### src/csvtok_pkg.sv
// csvtok_pkg: shared types, codes and helpers of the csv field tokenizer
// used by the controller, the datapath and the top level
`default_nettype none

package csvtok_pkg;

    localparam int WS_DEPTH_DEF = 16;

    localparam logic [7:0] CHR_QUOTE = 8'h22;
    localparam logic [7:0] CHR_COMMA = 8'h2C;
    localparam logic [7:0] CHR_LF    = 8'h0A;

    typedef enum logic [2:0] {
        MODE_START  = 3'd0,
        MODE_UNQ    = 3'd1,
        MODE_QUOTED = 3'd2,
        MODE_QSEEN  = 3'd3,
        MODE_AFTER  = 3'd4
    } t_mode;

    typedef enum logic [2:0] {
        KIND_BYTE = 3'd0,
        KIND_FEND = 3'd1,
        KIND_DROP = 3'd2,
        KIND_REND = 3'd3,
        KIND_ERR  = 3'd4
    } t_kind;

    typedef enum logic [1:0] {
        ST_IDLE,
        ST_FLUSH,
        ST_BYTE,
        ST_TAIL
    } t_state;

    typedef struct packed {
        logic accept;
        logic emit_flush;
        logic emit_byte;
        logic emit_tail;
        logic last;
    } t_cmd;

    typedef struct packed {
        logic dec_flush;
        logic dec_byte;
        logic dec_tail;
        logic flush_last;
        logic has_tail;
        logic tail_last;
        logic out_free;
    } t_status;

    function automatic logic is_ws(input logic [7:0] b);
        return (b == 8'h20) || (b == 8'h09) || (b == 8'h0A) ||
               (b == 8'h0B) || (b == 8'h0C) || (b == 8'h0D);
    endfunction

endpackage

`default_nettype wire

### src/csvtok_ram.sv
// csvtok_ram: generic single write port, single read port ram
// read data registered, no dependencies
`default_nettype none

module csvtok_ram #(
    parameter int WIDTH = 8,
    parameter int DEPTH = 16,
    localparam int AW = (DEPTH > 1) ? $clog2(DEPTH) : 1
) (
    input  wire logic             i_clk,
    input  wire logic             i_we,
    input  wire logic [AW-1:0]    i_waddr,
    input  wire logic [WIDTH-1:0] i_wdata,
    input  wire logic [AW-1:0]    i_raddr,
    output logic      [WIDTH-1:0] o_rdata
);

    logic [WIDTH-1:0] r_mem [DEPTH];
    logic [WIDTH-1:0] r_rdata;

    always_ff @(posedge i_clk) begin
        if (i_we) begin
            r_mem[i_waddr] <= i_wdata;
        end
        r_rdata <= r_mem[i_raddr];
    end

    assign o_rdata = r_rdata;

endmodule

`default_nettype wire

### src/csvtok_ctrl.sv
// csvtok_ctrl: sequencer that accepts a byte and walks its results
// flush bytes, the byte itself, then markers; uses csvtok_pkg
`default_nettype none

module csvtok_ctrl
    import csvtok_pkg::*;
(
    input  wire logic    i_clk,
    input  wire logic    i_rst_n,
    input  wire logic    i_in_valid,
    output logic         o_in_ready,
    input  wire t_status i_status,
    output t_cmd         o_cmd
);

    t_state r_state;
    t_state n_state;

    always_ff @(posedge i_clk) begin
        if (!i_rst_n) begin
            r_state <= ST_IDLE;
        end else begin
            r_state <= n_state;
        end
    end

    always_comb begin
        n_state    = r_state;
        o_cmd      = '0;
        o_in_ready = 1'b0;
        unique case (r_state)
            ST_IDLE: begin
                o_in_ready = 1'b1;
                if (i_in_valid) begin
                    o_cmd.accept = 1'b1;
                    priority if (i_status.dec_flush) begin
                        n_state = ST_FLUSH;
                    end else if (i_status.dec_byte) begin
                        n_state = ST_BYTE;
                    end else if (i_status.dec_tail) begin
                        n_state = ST_TAIL;
                    end else begin
                        n_state = ST_IDLE;
                    end
                end
            end
            ST_FLUSH: begin
                if (i_status.out_free) begin
                    o_cmd.emit_flush = 1'b1;
                    if (i_status.flush_last) begin
                        n_state = ST_BYTE;
                    end
                end
            end
            ST_BYTE: begin
                if (i_status.out_free) begin
                    o_cmd.emit_byte = 1'b1;
                    o_cmd.last      = !i_status.has_tail;
                    n_state         = i_status.has_tail ? ST_TAIL : ST_IDLE;
                end
            end
            ST_TAIL: begin
                if (i_status.out_free) begin
                    o_cmd.emit_tail = 1'b1;
                    o_cmd.last      = i_status.tail_last;
                    if (i_status.tail_last) begin
                        n_state = ST_IDLE;
                    end
                end
            end
            default: begin
                n_state = ST_IDLE;
            end
        endcase
    end

endmodule

`default_nettype wire

### src/csvtok_dp.sv
// csvtok_dp: parse state, per-byte decode, whitespace buffer and output register
// uses csvtok_pkg and csvtok_ram
`default_nettype none

module csvtok_dp
    import csvtok_pkg::*;
#(
    parameter int WS_DEPTH = WS_DEPTH_DEF
) (
    input  wire logic       i_clk,
    input  wire logic       i_rst_n,
    input  wire t_cmd       i_cmd,
    output t_status         o_status,
    input  wire logic [7:0] i_in_byte,
    input  wire logic       i_in_eoi,
    input  wire logic       i_out_ready,
    output logic            o_out_valid,
    output logic [2:0]      o_kind,
    output logic [7:0]      o_byte,
    output logic            o_ovf,
    output logic            o_last
);

    localparam int AW = (WS_DEPTH > 1) ? $clog2(WS_DEPTH) : 1;
    localparam int CW = $clog2(WS_DEPTH + 1);

    // parse state
    t_mode         r_mode, n_mode;
    logic          r_fho, n_fho;
    logic          r_rhb, n_rhb;
    logic [CW-1:0] r_pc, n_pc;
    logic          r_wso, n_wso;

    // latched plan of the accepted byte
    logic [CW-1:0] r_flush_cnt;
    logic          r_flush_ovf;
    logic [7:0]    r_byte;
    logic          r_byte_ovf;
    t_kind         r_tail [3];
    logic [1:0]    r_tn;
    logic [CW-1:0] r_fidx, n_fidx;
    logic [1:0]    r_tidx;

    // output register
    logic          r_out_valid;
    t_kind         r_kind;
    logic [7:0]    r_obyte;
    logic          r_oovf;
    logic          r_olast;

    // decode
    logic          d_flush;
    logic          d_byte;
    logic          d_byte_ovf;
    logic          d_we;
    logic [1:0]    mn, en, tn;
    t_kind         m0, m1, e0, e1;
    t_kind         t0, t1, t2;
    logic          is_lf, is_q, is_c, ws;
    logic [7:0]    ram_rdata;
    logic          out_free;

    assign is_lf = (i_in_byte == CHR_LF);
    assign is_q  = (i_in_byte == CHR_QUOTE);
    assign is_c  = (i_in_byte == CHR_COMMA);
    assign ws    = is_ws(i_in_byte);

    always_comb begin
        n_mode     = r_mode;
        n_fho      = r_fho;
        n_rhb      = r_rhb;
        n_pc       = r_pc;
        n_wso      = r_wso;
        d_flush    = 1'b0;
        d_byte     = 1'b0;
        d_byte_ovf = 1'b0;
        d_we       = 1'b0;
        mn         = 2'd0;
        m0         = KIND_FEND;
        m1         = KIND_REND;
        en         = 2'd0;
        e0         = KIND_REND;
        e1         = KIND_REND;
        if (is_lf) begin
            priority if (r_mode == MODE_QUOTED) begin
                d_byte = 1'b1;
                n_fho  = 1'b1;
            end else if (r_rhb) begin
                if (r_mode != MODE_AFTER) begin
                    m0 = KIND_FEND;
                    m1 = KIND_REND;
                    mn = 2'd2;
                end else begin
                    m0 = KIND_REND;
                    mn = 2'd1;
                end
                n_mode = MODE_START;
                n_rhb  = 1'b0;
                n_fho  = 1'b0;
                n_pc   = '0;
                n_wso  = 1'b0;
            end else begin
                n_mode = MODE_START;
            end
        end else begin
            n_rhb = 1'b1;
            priority if (is_q) begin
                unique case (r_mode)
                    MODE_UNQ: begin
                        if (r_fho) begin
                            m0 = KIND_DROP;
                            mn = 2'd1;
                        end
                        n_pc   = '0;
                        n_wso  = 1'b0;
                        n_fho  = 1'b0;
                        n_mode = MODE_QUOTED;
                    end
                    MODE_QUOTED: begin
                        n_mode = MODE_QSEEN;
                    end
                    MODE_QSEEN: begin
                        d_byte = 1'b1;
                        n_fho  = 1'b1;
                        n_mode = MODE_QUOTED;
                    end
                    default: begin
                        n_fho  = 1'b0;
                        n_mode = MODE_QUOTED;
                    end
                endcase
            end else if (is_c) begin
                unique case (r_mode)
                    MODE_QUOTED: begin
                        d_byte = 1'b1;
                        n_fho  = 1'b1;
                    end
                    MODE_AFTER: begin
                        n_mode = MODE_START;
                    end
                    default: begin
                        m0     = KIND_FEND;
                        mn     = 2'd1;
                        n_fho  = 1'b0;
                        n_pc   = '0;
                        n_wso  = 1'b0;
                        n_mode = MODE_START;
                    end
                endcase
            end else begin
                unique case (r_mode)
                    MODE_START: begin
                        if (!ws) begin
                            d_byte = 1'b1;
                            n_fho  = 1'b1;
                            n_mode = MODE_UNQ;
                        end
                    end
                    MODE_UNQ: begin
                        if (ws) begin
                            if (r_pc < CW'(WS_DEPTH)) begin
                                d_we = 1'b1;
                                n_pc = r_pc + CW'(1);
                            end else begin
                                n_wso = 1'b1;
                            end
                        end else begin
                            d_flush    = (r_pc != '0);
                            d_byte     = 1'b1;
                            d_byte_ovf = r_wso;
                            n_pc       = '0;
                            n_wso      = 1'b0;
                            n_fho      = 1'b1;
                        end
                    end
                    MODE_QUOTED: begin
                        d_byte = 1'b1;
                        n_fho  = 1'b1;
                    end
                    MODE_QSEEN: begin
                        m0     = KIND_FEND;
                        mn     = 2'd1;
                        n_fho  = 1'b0;
                        n_pc   = '0;
                        n_wso  = 1'b0;
                        n_mode = MODE_AFTER;
                    end
                    default: begin
                    end
                endcase
            end
        end
        // end of input
        if (i_in_eoi) begin
            priority if (n_mode == MODE_QUOTED) begin
                e0 = KIND_ERR;
                en = 2'd1;
            end else if (n_rhb) begin
                if (n_mode != MODE_AFTER) begin
                    e0 = KIND_FEND;
                    e1 = KIND_REND;
                    en = 2'd2;
                end else begin
                    e0 = KIND_REND;
                    en = 2'd1;
                end
            end else begin
                en = 2'd0;
            end
            n_mode = MODE_START;
            n_fho  = 1'b0;
            n_rhb  = 1'b0;
            n_pc   = '0;
            n_wso  = 1'b0;
        end
    end

    // merge row-level markers of the byte and of end of input
    assign tn = mn + en;
    assign t0 = (mn != 2'd0) ? m0 : e0;
    assign t1 = (mn == 2'd2) ? m1 : ((mn == 2'd1) ? e0 : e1);
    assign t2 = (mn == 2'd2) ? e0 : e1;

    always_ff @(posedge i_clk) begin
        if (!i_rst_n) begin
            r_mode <= MODE_START;
            r_fho  <= 1'b0;
            r_rhb  <= 1'b0;
            r_pc   <= '0;
            r_wso  <= 1'b0;
        end else if (i_cmd.accept) begin
            r_mode <= n_mode;
            r_fho  <= n_fho;
            r_rhb  <= n_rhb;
            r_pc   <= n_pc;
            r_wso  <= n_wso;
        end
    end

    always_ff @(posedge i_clk) begin
        if (i_cmd.accept) begin
            r_flush_cnt <= r_pc;
            r_flush_ovf <= r_wso;
            r_byte      <= i_in_byte;
            r_byte_ovf  <= d_byte_ovf;
            r_tail[0]   <= t0;
            r_tail[1]   <= t1;
            r_tail[2]   <= t2;
            r_tn        <= tn;
        end
    end

    always_comb begin
        priority if (i_cmd.accept) begin
            n_fidx = '0;
        end else if (i_cmd.emit_flush) begin
            n_fidx = r_fidx + CW'(1);
        end else begin
            n_fidx = r_fidx;
        end
    end

    always_ff @(posedge i_clk) begin
        r_fidx <= n_fidx;
        if (i_cmd.accept) begin
            r_tidx <= 2'd0;
        end else if (i_cmd.emit_tail) begin
            r_tidx <= r_tidx + 2'd1;
        end
    end

    csvtok_ram #(
        .WIDTH (8),
        .DEPTH (WS_DEPTH)
    ) u_ws_ram (
        .i_clk   (i_clk),
        .i_we    (i_cmd.accept && d_we),
        .i_waddr (r_pc[AW-1:0]),
        .i_wdata (i_in_byte),
        .i_raddr (n_fidx[AW-1:0]),
        .o_rdata (ram_rdata)
    );

    assign out_free = !r_out_valid || i_out_ready;

    always_ff @(posedge i_clk) begin
        if (!i_rst_n) begin
            r_out_valid <= 1'b0;
        end else if (i_cmd.emit_flush || i_cmd.emit_byte || i_cmd.emit_tail) begin
            r_out_valid <= 1'b1;
        end else if (i_out_ready) begin
            r_out_valid <= 1'b0;
        end
    end

    always_ff @(posedge i_clk) begin
        if (i_cmd.emit_flush) begin
            r_kind  <= KIND_BYTE;
            r_obyte <= ram_rdata;
            r_oovf  <= r_flush_ovf;
            r_olast <= 1'b0;
        end else if (i_cmd.emit_byte) begin
            r_kind  <= KIND_BYTE;
            r_obyte <= r_byte;
            r_oovf  <= r_byte_ovf;
            r_olast <= i_cmd.last;
        end else if (i_cmd.emit_tail) begin
            r_kind  <= r_tail[r_tidx];
            r_obyte <= 8'h00;
            r_oovf  <= 1'b0;
            r_olast <= i_cmd.last;
        end
    end

    assign o_status.dec_flush  = d_flush;
    assign o_status.dec_byte   = d_byte;
    assign o_status.dec_tail   = (tn != 2'd0);
    assign o_status.flush_last = ((r_fidx + CW'(1)) == r_flush_cnt);
    assign o_status.has_tail   = (r_tn != 2'd0);
    assign o_status.tail_last  = ((r_tidx + 2'd1) == r_tn);
    assign o_status.out_free   = out_free;

    assign o_out_valid = r_out_valid;
    assign o_kind      = r_kind;
    assign o_byte      = r_obyte;
    assign o_ovf       = r_oovf;
    assign o_last      = r_olast;

endmodule

`default_nettype wire

### src/csv_field_tokenizer.sv
// csv_field_tokenizer: top level, stream ports around controller and datapath
// uses csvtok_pkg, csvtok_ctrl, csvtok_dp
//
// Streaming CSV tokenizer: one file byte per request in, a run of result
// requests out (field bytes, field end, field drop, row end, unclosed quote
// error), the last one of each run flagged on tlast. While the output is
// free, the sequencer loads one result a cycle into the output register and
// pending trailing whitespace is read back from its buffer ram one entry a
// cycle. The next byte is taken as soon as the last result of the run sits
// in the output register. A stalled output stalls the sequencer.
`default_nettype none

module csv_field_tokenizer
    import csvtok_pkg::*;
#(
    parameter int WS_DEPTH = WS_DEPTH_DEF
) (
    input  wire logic        i_clk,
    input  wire logic        i_rst_n,
    input  wire logic        s_axis_tvalid,
    output logic             s_axis_tready,
    input  wire logic [7:0]  s_axis_tdata,   // [7:0] in_byte
    input  wire logic        s_axis_tlast,   // end_of_input
    output logic             m_axis_tvalid,
    input  wire logic        m_axis_tready,
    output logic [15:0]      m_axis_tdata,   // [7:0] out_byte, [8] ws_overflow
    output logic [2:0]       m_axis_tuser,   // [2:0] kind
    output logic             m_axis_tlast    // last_of_run
);

    t_cmd       cmd;
    t_status    status;
    logic [2:0] out_kind;
    logic [7:0] out_byte;
    logic       out_ovf;

    csvtok_ctrl u_ctrl (
        .i_clk      (i_clk),
        .i_rst_n    (i_rst_n),
        .i_in_valid (s_axis_tvalid),
        .o_in_ready (s_axis_tready),
        .i_status   (status),
        .o_cmd      (cmd)
    );

    csvtok_dp #(
        .WS_DEPTH (WS_DEPTH)
    ) u_dp (
        .i_clk       (i_clk),
        .i_rst_n     (i_rst_n),
        .i_cmd       (cmd),
        .o_status    (status),
        .i_in_byte   (s_axis_tdata),
        .i_in_eoi    (s_axis_tlast),
        .i_out_ready (m_axis_tready),
        .o_out_valid (m_axis_tvalid),
        .o_kind      (out_kind),
        .o_byte      (out_byte),
        .o_ovf       (out_ovf),
        .o_last      (m_axis_tlast)
    );

    assign m_axis_tdata = {7'd0, out_ovf, out_byte};
    assign m_axis_tuser = out_kind;

endmodule

`default_nettype wire

### config.mk
export PLATFORM = sky130hd
export DESIGN_NAME = csv_field_tokenizer
export DESIGN_NICKNAME = d
export VERILOG_FILES = /design/src/csvtok_pkg.sv /design/src/csvtok_ram.sv /design/src/csvtok_ctrl.sv /design/src/csvtok_dp.sv /design/src/csv_field_tokenizer.sv
export SDC_FILE = /design/constraint.sdc
export NUM_CORES = 1
export LEC_CHECK = 0
export BUFFER_PORTS_ARGS = -buffer_cell sky130_fd_sc_hd__buf_2
export CAP_MARGIN = 20
export CORE_ASPECT_RATIO = 0.8
export CORE_MARGIN = 3
export CORE_UTILIZATION = 35
export CTS_CLUSTER_SIZE = 10
export DETAILED_ROUTE_END_ITERATION = 10
export PLACE_DENSITY = 0.48
export SLEW_MARGIN = 20
export SYNTH_ARGS = -nofsm -noshare
export SYNTH_HDL_FRONTEND = slang
export SYNTH_SLANG_ARGS = --single-unit
export TNS_END_PERCENT = 1
### constraint.sdc
create_clock -name i_clk -period 3.3 [get_ports i_clk]
set_input_delay 0.33 -clock i_clk [delete_from_list [all_inputs] [get_ports i_clk]]
set_output_delay 0.33 -clock i_clk [all_outputs]
set_load 0.01 [all_outputs]
==> impl_metrics.csv, run 1 <==
group,metric,value,unit
logic_synthesis,synth_cell_type_count,65,
clocking,cts_hold_buf,0,
drt,vias,5102,
final_layout,final_cell_mix,"edfxtp_1, nor2_1, buf_4",
grt,grt_max_degree,34,
power,power_density,537,nW/um^2
logic_synthesis,ys.flop_type,"edfxtp_1",
drt,wl_per_cell,20.3,um
place,dpl.cell_count,933,
sta,tns,0,ns
place,numPortBuffers,27,
logic_synthesis,syn_area_per_cell,14.7,sq um
drt,vias_per_cell,5.29,
logic_synthesis,synthesis.area,8430,sq um
logic_synthesis,yosys.area.top_type,"edfxtp_1",
critical_path,cp_max_fo,11,
power,finalPower,5.22,mW
logic_synthesis,synthTopCellsByArea,"edfxtp_1, mux4_2, dfxtp_1",
floorplanning,start_util,35.8,%
sta,setup_viol,0,
drt,drc,0,
sta,clock_skew,0.0193,ns
place,placed_area,9140,sq um
place,dp_hpwl,13.4,mm
floorplanning,io_pins,35,
power,max-vdd-ir-drop,0.284,mV
grt,antenna_found_initial,0,
logic_synthesis,ys_warn_count,0,
critical_path,crit_type,"register to register",
power,p_leak,3.28,nW
final_layout,nets,659,
clocking,ctsResizeCount,0,
critical_path,crit_arrival,3.15,ns
critical_path,cp-startpoint,"u_dp.r_mode[0]",
grt,grt_pass1_vias,4978,
critical_path,cp-end-kind,"register",
logic_synthesis,synth_top_area_share,58.1,%
sta,worst_pin_slew,0.848,ns
critical_path,cp-start-kind,"register",
clocking,root_buffer,"clkbuf_16",
floorplanning,die_x,180,um
drt,dr.pass1.iters,5,
logic_synthesis,ys_seq_area_share,65.9,%
clocking,cts_tree,"yes",
grt,grt_remaining_overflow,0,
place,routabilityCongestion,0.784,
sta,timing.hold.ws,0.261,ns
clocking,clock-sinks,196,
final_layout,area_growth,15.4,%
sta,period_needed,2.83,ns
grt,grt_pass1_wl,30.6,mm
final_layout,drive_above_1_share,23.7,%
critical_path,crit_required,3.61,ns
clocking,clkTransAtPathRegs,0.08,ns
floorplanning,dieArea,26000,sq um
clocking,cts_max_level,4,
sta,fin_crit_sh,85.8,%
clocking,cts-buffers-inserted,17,
grt,grt.total_usage,15.7,%
final_layout,diodes,0,
final_layout,layout_commonest_cell,"edfxtp_1",
sta,rsz0062_at_grt,"no",
logic_synthesis,synth_cells,575,
drt,wl,19.6,mm
final_layout,final_cells,965,
drt,ant_nets,0,
clocking,cts_buffer_depth,2,
run_status,status,"complete, no violations",
logic_synthesis,async_reset_ff_share,0,%
critical_path,critPathCapture,"u_ctrl.r_state[1]",
clocking,worstSkewPairLatency,0.44,ns
logic_synthesis,ys_seq_elements,196,
min_path,min_path_type,"primary input to register",
critical_path,r2r_end,"u_ctrl.r_state[1]",
critical_path,r2r_start,"u_dp.r_mode[0]",
floorplanning,die_h,145,um
job,maxCapViolCount,0,
sta,hold_viol_final,0,
final_layout,stdcell_area,9720,sq um
floorplanning,rows,50,
logic_synthesis,synth_edf_count,163,
sta,timing.fmax,353,MHz
sta,relSlewSlack,43.5,%
sta,slew_viol_final,0,
critical_path,r2r_slack,0.47,ns
floorplanning,design.core.area,23500,sq um
clocking,post_cts.repair.setup_buffers,0,
drt,drt_iter0_markers,588,
critical_path,rr_worst_depth,10,
## metrics by stage
stage / setup WS (ns) / utilization [%]
floorplan: 0.219 / -
global placement: 0.222 / 38.9
detailed placement: 0.219 / 38.9
CTS: 0.438 / 41.3
global route: 0.255 / 41.3
finish: 0.469 / 41.3
## power breakdown
part	leakage (nW)	internal (mW)	switching, mW	total [mW]
Combinational	1.24	0.137	0.251	0.388
Sequential	1.75	2.77	0.0467	2.82
Clock	0.286	1.02	0.997	2.02
Total	3.28	3.93	1.29	5.22
## Yosys cell counts, drive strengths merged, types with 6 or more instances
cell,count
a21oi,20
a22o,10
a22oi,16
a31oi,6
buf,21
clkbuf,15
dfxtp,33
edfxtp,163
ha,6
inv,9
mux4,32
nand2,39
nand2b,7
nand3,11
nor2,48
nor2b,7
nor3,17
o21ai,25
xnor2,9
xor2,10
## logic make-up (layout without fill, tap and decap cells)
| kind of cell | Yosys count | after routing | synth area share [%] |
|---|---|---|---|
| DFF | 196 | 196 | 65.9 |
| and+or+nand+nor | 166 | 166 | 10.3 |
| AOI/OAI and AO/OA | 103 | 103 | 8.36 |
| buffers and inverters | 46 | 116 | 3.31 |
| muxes | 37 | 37 | 9.14 |
| xor gates and xnor gates | 19 | 19 | 1.97 |
| adders and majority gates | 6 | 6 | 0.891 |
| other | 2 | 10 | 0.0891 |
## final cells by class
cell class,count,area [sq um]
clock buffer,18,429
clock inverter,14,155
fill,2174,13800
inverter,10,37.5
multi-input combinational,341,2640
sequential,196,5560
tap,312,390
timing repair buffer,74,513
## critical path, stage by stage, from the launching register on
cell and delay (ns):
dfxtp_1 0.60, nand2b_1 0.24, nor2_1 0.17, a21oi_1 0.07
or2_2 0.29, o21ai_0 0.17, ha_1 0.18, xor2_1 0.17
xnor2_1 0.12, or4_1 0.48, a32o_1 0.22
## sequential cells by signal, summed over array words and instances (netlist names), 5 cells and up
register,count
u_dp.r_fidx,5
u_dp.r_tail,9
u_dp.r_flush_cnt,5
u_dp.r_byte,8
u_dp.o_byte,8
u_dp.u_ws_ram.r_mem,128
u_dp.u_ws_ram.o_rdata,8
u_dp.r_pc,5
## how the worst min path moves through the flow
stage                             endpoint  cells past startpoint           from
after floorplan           u_dp.r_flush_ovf                      0     u_dp.r_wso
after global placement    u_dp.r_flush_ovf                      0     u_dp.r_wso
after detailed placement  u_dp.r_flush_ovf                      0     u_dp.r_wso
after CTS                 u_dp.o_out_valid                      3  m_axis_tready
after global routing          u_dp.r_pc[3]                      2        i_rst_n
final                     u_dp.o_out_valid                      3  m_axis_tready
## routing by layer
metal,vias up,track usage [%],routed length [um],part of all wire (%)
li1,2340,-,-,-
met1,2604,23.5,9660,49
met2,148,23.8,8890,45
met3,10,3.12,941,4.8
met4,0,3.78,133,0.68
met5,-,0,0,0
Power figures use the tool's default switching activity.
==> run 2: changes to the inputs <==
SYNTH_HIERARCHICAL = 1   (was unset)
==> run 2 against run 1 <==
  * Setup slack worse by 0.10 ns
  * Synthesized area rose by 0.64%
  * Wire length down 1.6%
  * Worst hold slack improved by 0.012 ns
  * Design area up 0.66%
  * Count of clock-buffer cells in the layout is 1 lower
  * Utilization is 0.16 points higher
  * Total power increased by 12%
  * Sequential cell count unchanged
  * Register-to-register slack lost 0.10 ns
  * First-iteration DRC count shrank 32%
  * Final cell count shrank 1.3%
  * Largest power group unchanged
  * Highest routed layer unchanged
==> impl_metrics.csv, run 2 <==
group,metric,value,unit
run_status,status,"complete, no violations",
clocking,cts_max_level,4,
place,numPortBuffers,27,
clocking,worstSkewPairLatency,0.43,ns
logic_synthesis,yosys.area_share.simple,10.4,%
sta,fin_crit_sh,88.9,%
drt,drc,0,
critical_path,r2r_start,"u_dp/r_mode[1]",
logic_synthesis,ys_warn_count,6,
floorplanning,design.core.area,23600,sq um
final_layout,final_cell_mix,"edfxtp_1, buf_4, nand2_1",
sta,timing.fmax,341,MHz
power,finalPower,5.84,mW
logic_synthesis,synth_cells,568,
logic_synthesis,synth_common_cells,"edfxtp_1, nand2_1, nor2_1",
logic_synthesis,synth_xor_area_share,1.76,%
critical_path,r2r_slack,0.37,ns
place,dp_hpwl,13.5,mm
power,p_leak,3.27,nW
critical_path,crit_required,3.62,ns
logic_synthesis,ys.flop_type,"edfxtp_1",
place,dpl.cell_count,919,
final_layout,area_growth,15.4,%
grt,grt_pass1_vias,4994,
logic_synthesis,synth_edf_count,163,
final_layout,final_cells,952,
sta,fin_ws,0.367,ns
grt,grt.total_usage,15.0,%
floorplanning,dieArea,26200,sq um
logic_synthesis,synth_cell_type_count,71,
min_path,holdCritStartpoint,"s_axis_tdata[0]",
critical_path,rr_worst_depth,12,
grt,grt_max_degree,34,
place,place_ws,-0.0566,ns
floorplanning,die_x,180,um
drt,wl_per_cell,20.3,um
sta,timing.hold.ws,0.273,ns
drt,ant_nets,0,
min_path,hold_depth,1,
clocking,root_buffer,"clkbuf_16",
power,netSwitchingPower,1.59,mW
clocking,post_cts.repair.setup_buffers,0,
drt,drt_iter0_markers,397,
power,combPwrFrac,15.1,%
logic_synthesis,synthTopCellsByArea,"edfxtp_1, dfxtp_1, mux4_2",
critical_path,cp-startpoint,"u_dp/r_mode[1]",
sta,relSlewSlack,43.4,%
logic_synthesis,synthesis.area,8480,sq um
logic_synthesis,ys_seq_elements,196,
floorplanning,rows,50,
final_layout,drive_above_1_share,21.9,%
logic_synthesis,ys_seq_area_share,65.5,%
critical_path,cp_max_fo,9,
logic_synthesis,synth_compound_area_share,8.11,%
power,pwr-share-clk,35.5,%
power,swShare,27.1,%
final_layout,layout_commonest_cell,"edfxtp_1",
critical_path,cp-start-kind,"register",
clocking,cts-buffers-inserted,17,
grt,antenna_found_initial,0,
logic_synthesis,async_reset_ff_share,0,%
grt,grt_pass1_wl,30.0,mm
final_layout,top_register,"u_dp/u_ws_ram/r_mem",
logic_synthesis,syn_area_per_cell,14.9,sq um
power,power_density,597,nW/um^2
logic_synthesis,synth_top_area_share,57.7,%
drt,wl,19.3,mm
power,p_int,4.26,mW
grt,grt_remaining_overflow,0,
power,max-vdd-ir-drop,0.376,mV
final_layout,top_regs,"u_dp/u_ws_ram/r_mem (128), u_dp/r_tail (9)",
clocking,clkTransAtPathRegs,0.08,ns
clocking,clock-sinks,196,
floorplanning,die_h,145,um
sta,worst_pin_slew,0.845,ns
job,maxCapViolCount,0,
floorplanning,start_util,36.0,%
sta,setup_viol,0,
drt,dr.pass1.iters,4,
logic_synthesis,synth_fa_ha_area_share,0.590,%
logic_synthesis,synthMuxAreaShare,10.2,%
floorplanning,io_pins,35,
sta,clock_skew,0.00867,ns
drt,vias_per_cell,5.23,
sta,tns,0,ns
min_path,min_path_type,"primary input to register",
final_layout,nets,643,
logic_synthesis,synth_most_common_cell,"edfxtp_1",
critical_path,cp-end-kind,"register",
place,routabilityCongestion,0.864,
sta,rsz0062_at_grt,"no",
sta,slew_viol_final,0,
critical_path,crit_type,"register to register",
clocking,cts_tree,"yes",
power,seqPwrFrac,49.4,%
drt,vias,4983,
final_layout,largest_register_ffs,128,
logic_synthesis,yosys.area.top_type,"edfxtp_1",
sta,hold_viol_final,0,
critical_path,crit_arrival,3.25,ns
logic_synthesis,synth_top_family_by_area,"simple AND/OR/NAND/NOR gates",
sta,period_needed,2.93,ns
clocking,cts_buffer_depth,2,
-- run 2: cell families (layout without fill, tap and decap cells) --
kind of cell	after synthesis	count (layout)
DFF	196	196
and+or+nand+nor	168	168
AOI/OAI and AO/OA	92	92
buffers and inverters	47	111
muxes	41	41
xor gates and xnor gates	17	17
adders and majority gates	4	4
other	3	11
-- run 2: final cells by class --
class	count	area, sq um
well taps	312	390
diodes	1	2.50
fillers	2155	13800
repair buffers	72	523
multi-input cells	332	2690
inverters	7	26.3
flip-flops and latches	196	5560
clock inverters	15	174
clock buffers	17	425
-- run 2: power groups by stage --
stage | Clock [mW] | Sequential (mW) | Combinational [mW]
floorplan | 0 | 2.94 | 0.613
global placement | 0 | 2.94 | 0.898
detailed placement | 0 | 2.95 | 0.901
CTS | 2.14 | 2.89 | 0.901
global route | 2.24 | 2.90 | 0.956
finish | 2.08 | 2.89 | 0.881
-- run 2: metal layers --
| metal | global-route usage, % | up-vias | share of wire (%) |
|---|---|---|---|
| li1 | - | 2317 | - |
| met5 | 0 | - | 0 |
| met2 | 22.0 | 87 | 45 |
| met4 | 3.99 | 0 | 1.2 |
| met1 | 22.8 | 2565 | 50 |
| met3 | 3.16 | 14 | 4.0 |
-- run 2: path summary, 6_finish.rpt --
| kind | endpoint |
|---|---|
| worst min-delay path | u_dp/u_ws_ram/r_mem[6][0] |
| worst max register to register | u_ctrl/r_state[0] |
| worst max-delay path | u_ctrl/r_state[0] |
| worst min register to register | u_dp/o_last |
-- run 2: metrics by stage --
step,utilization (%),area [sq um]
floorplan,-,8510
global placement,38.9,9180
detailed placement,38.9,9180
CTS,41.5,9780
global route,41.5,9790
finish,41.5,9790
-- run 2: critical path, stage by stage, from the launching register on --
cell and delay [ns]:
dfxtp_1 0.55, nand2b_1 0.13, nor2_1 0.29, a21oi_1 0.11, nand2b_1 0.20, o31ai_1 0.30
ha_1 0.21, xnor2_1 0.15, or3_1 0.17, o2111ai_1 0.14, nor2b_1 0.16, o311ai_1 0.27
o22ai_1 0.13
-- run 2: timing repair --
item	CTS	global route
endpoints found under the setup margin	0	2
gates resized for setup	0	1
hold buffers	0	0
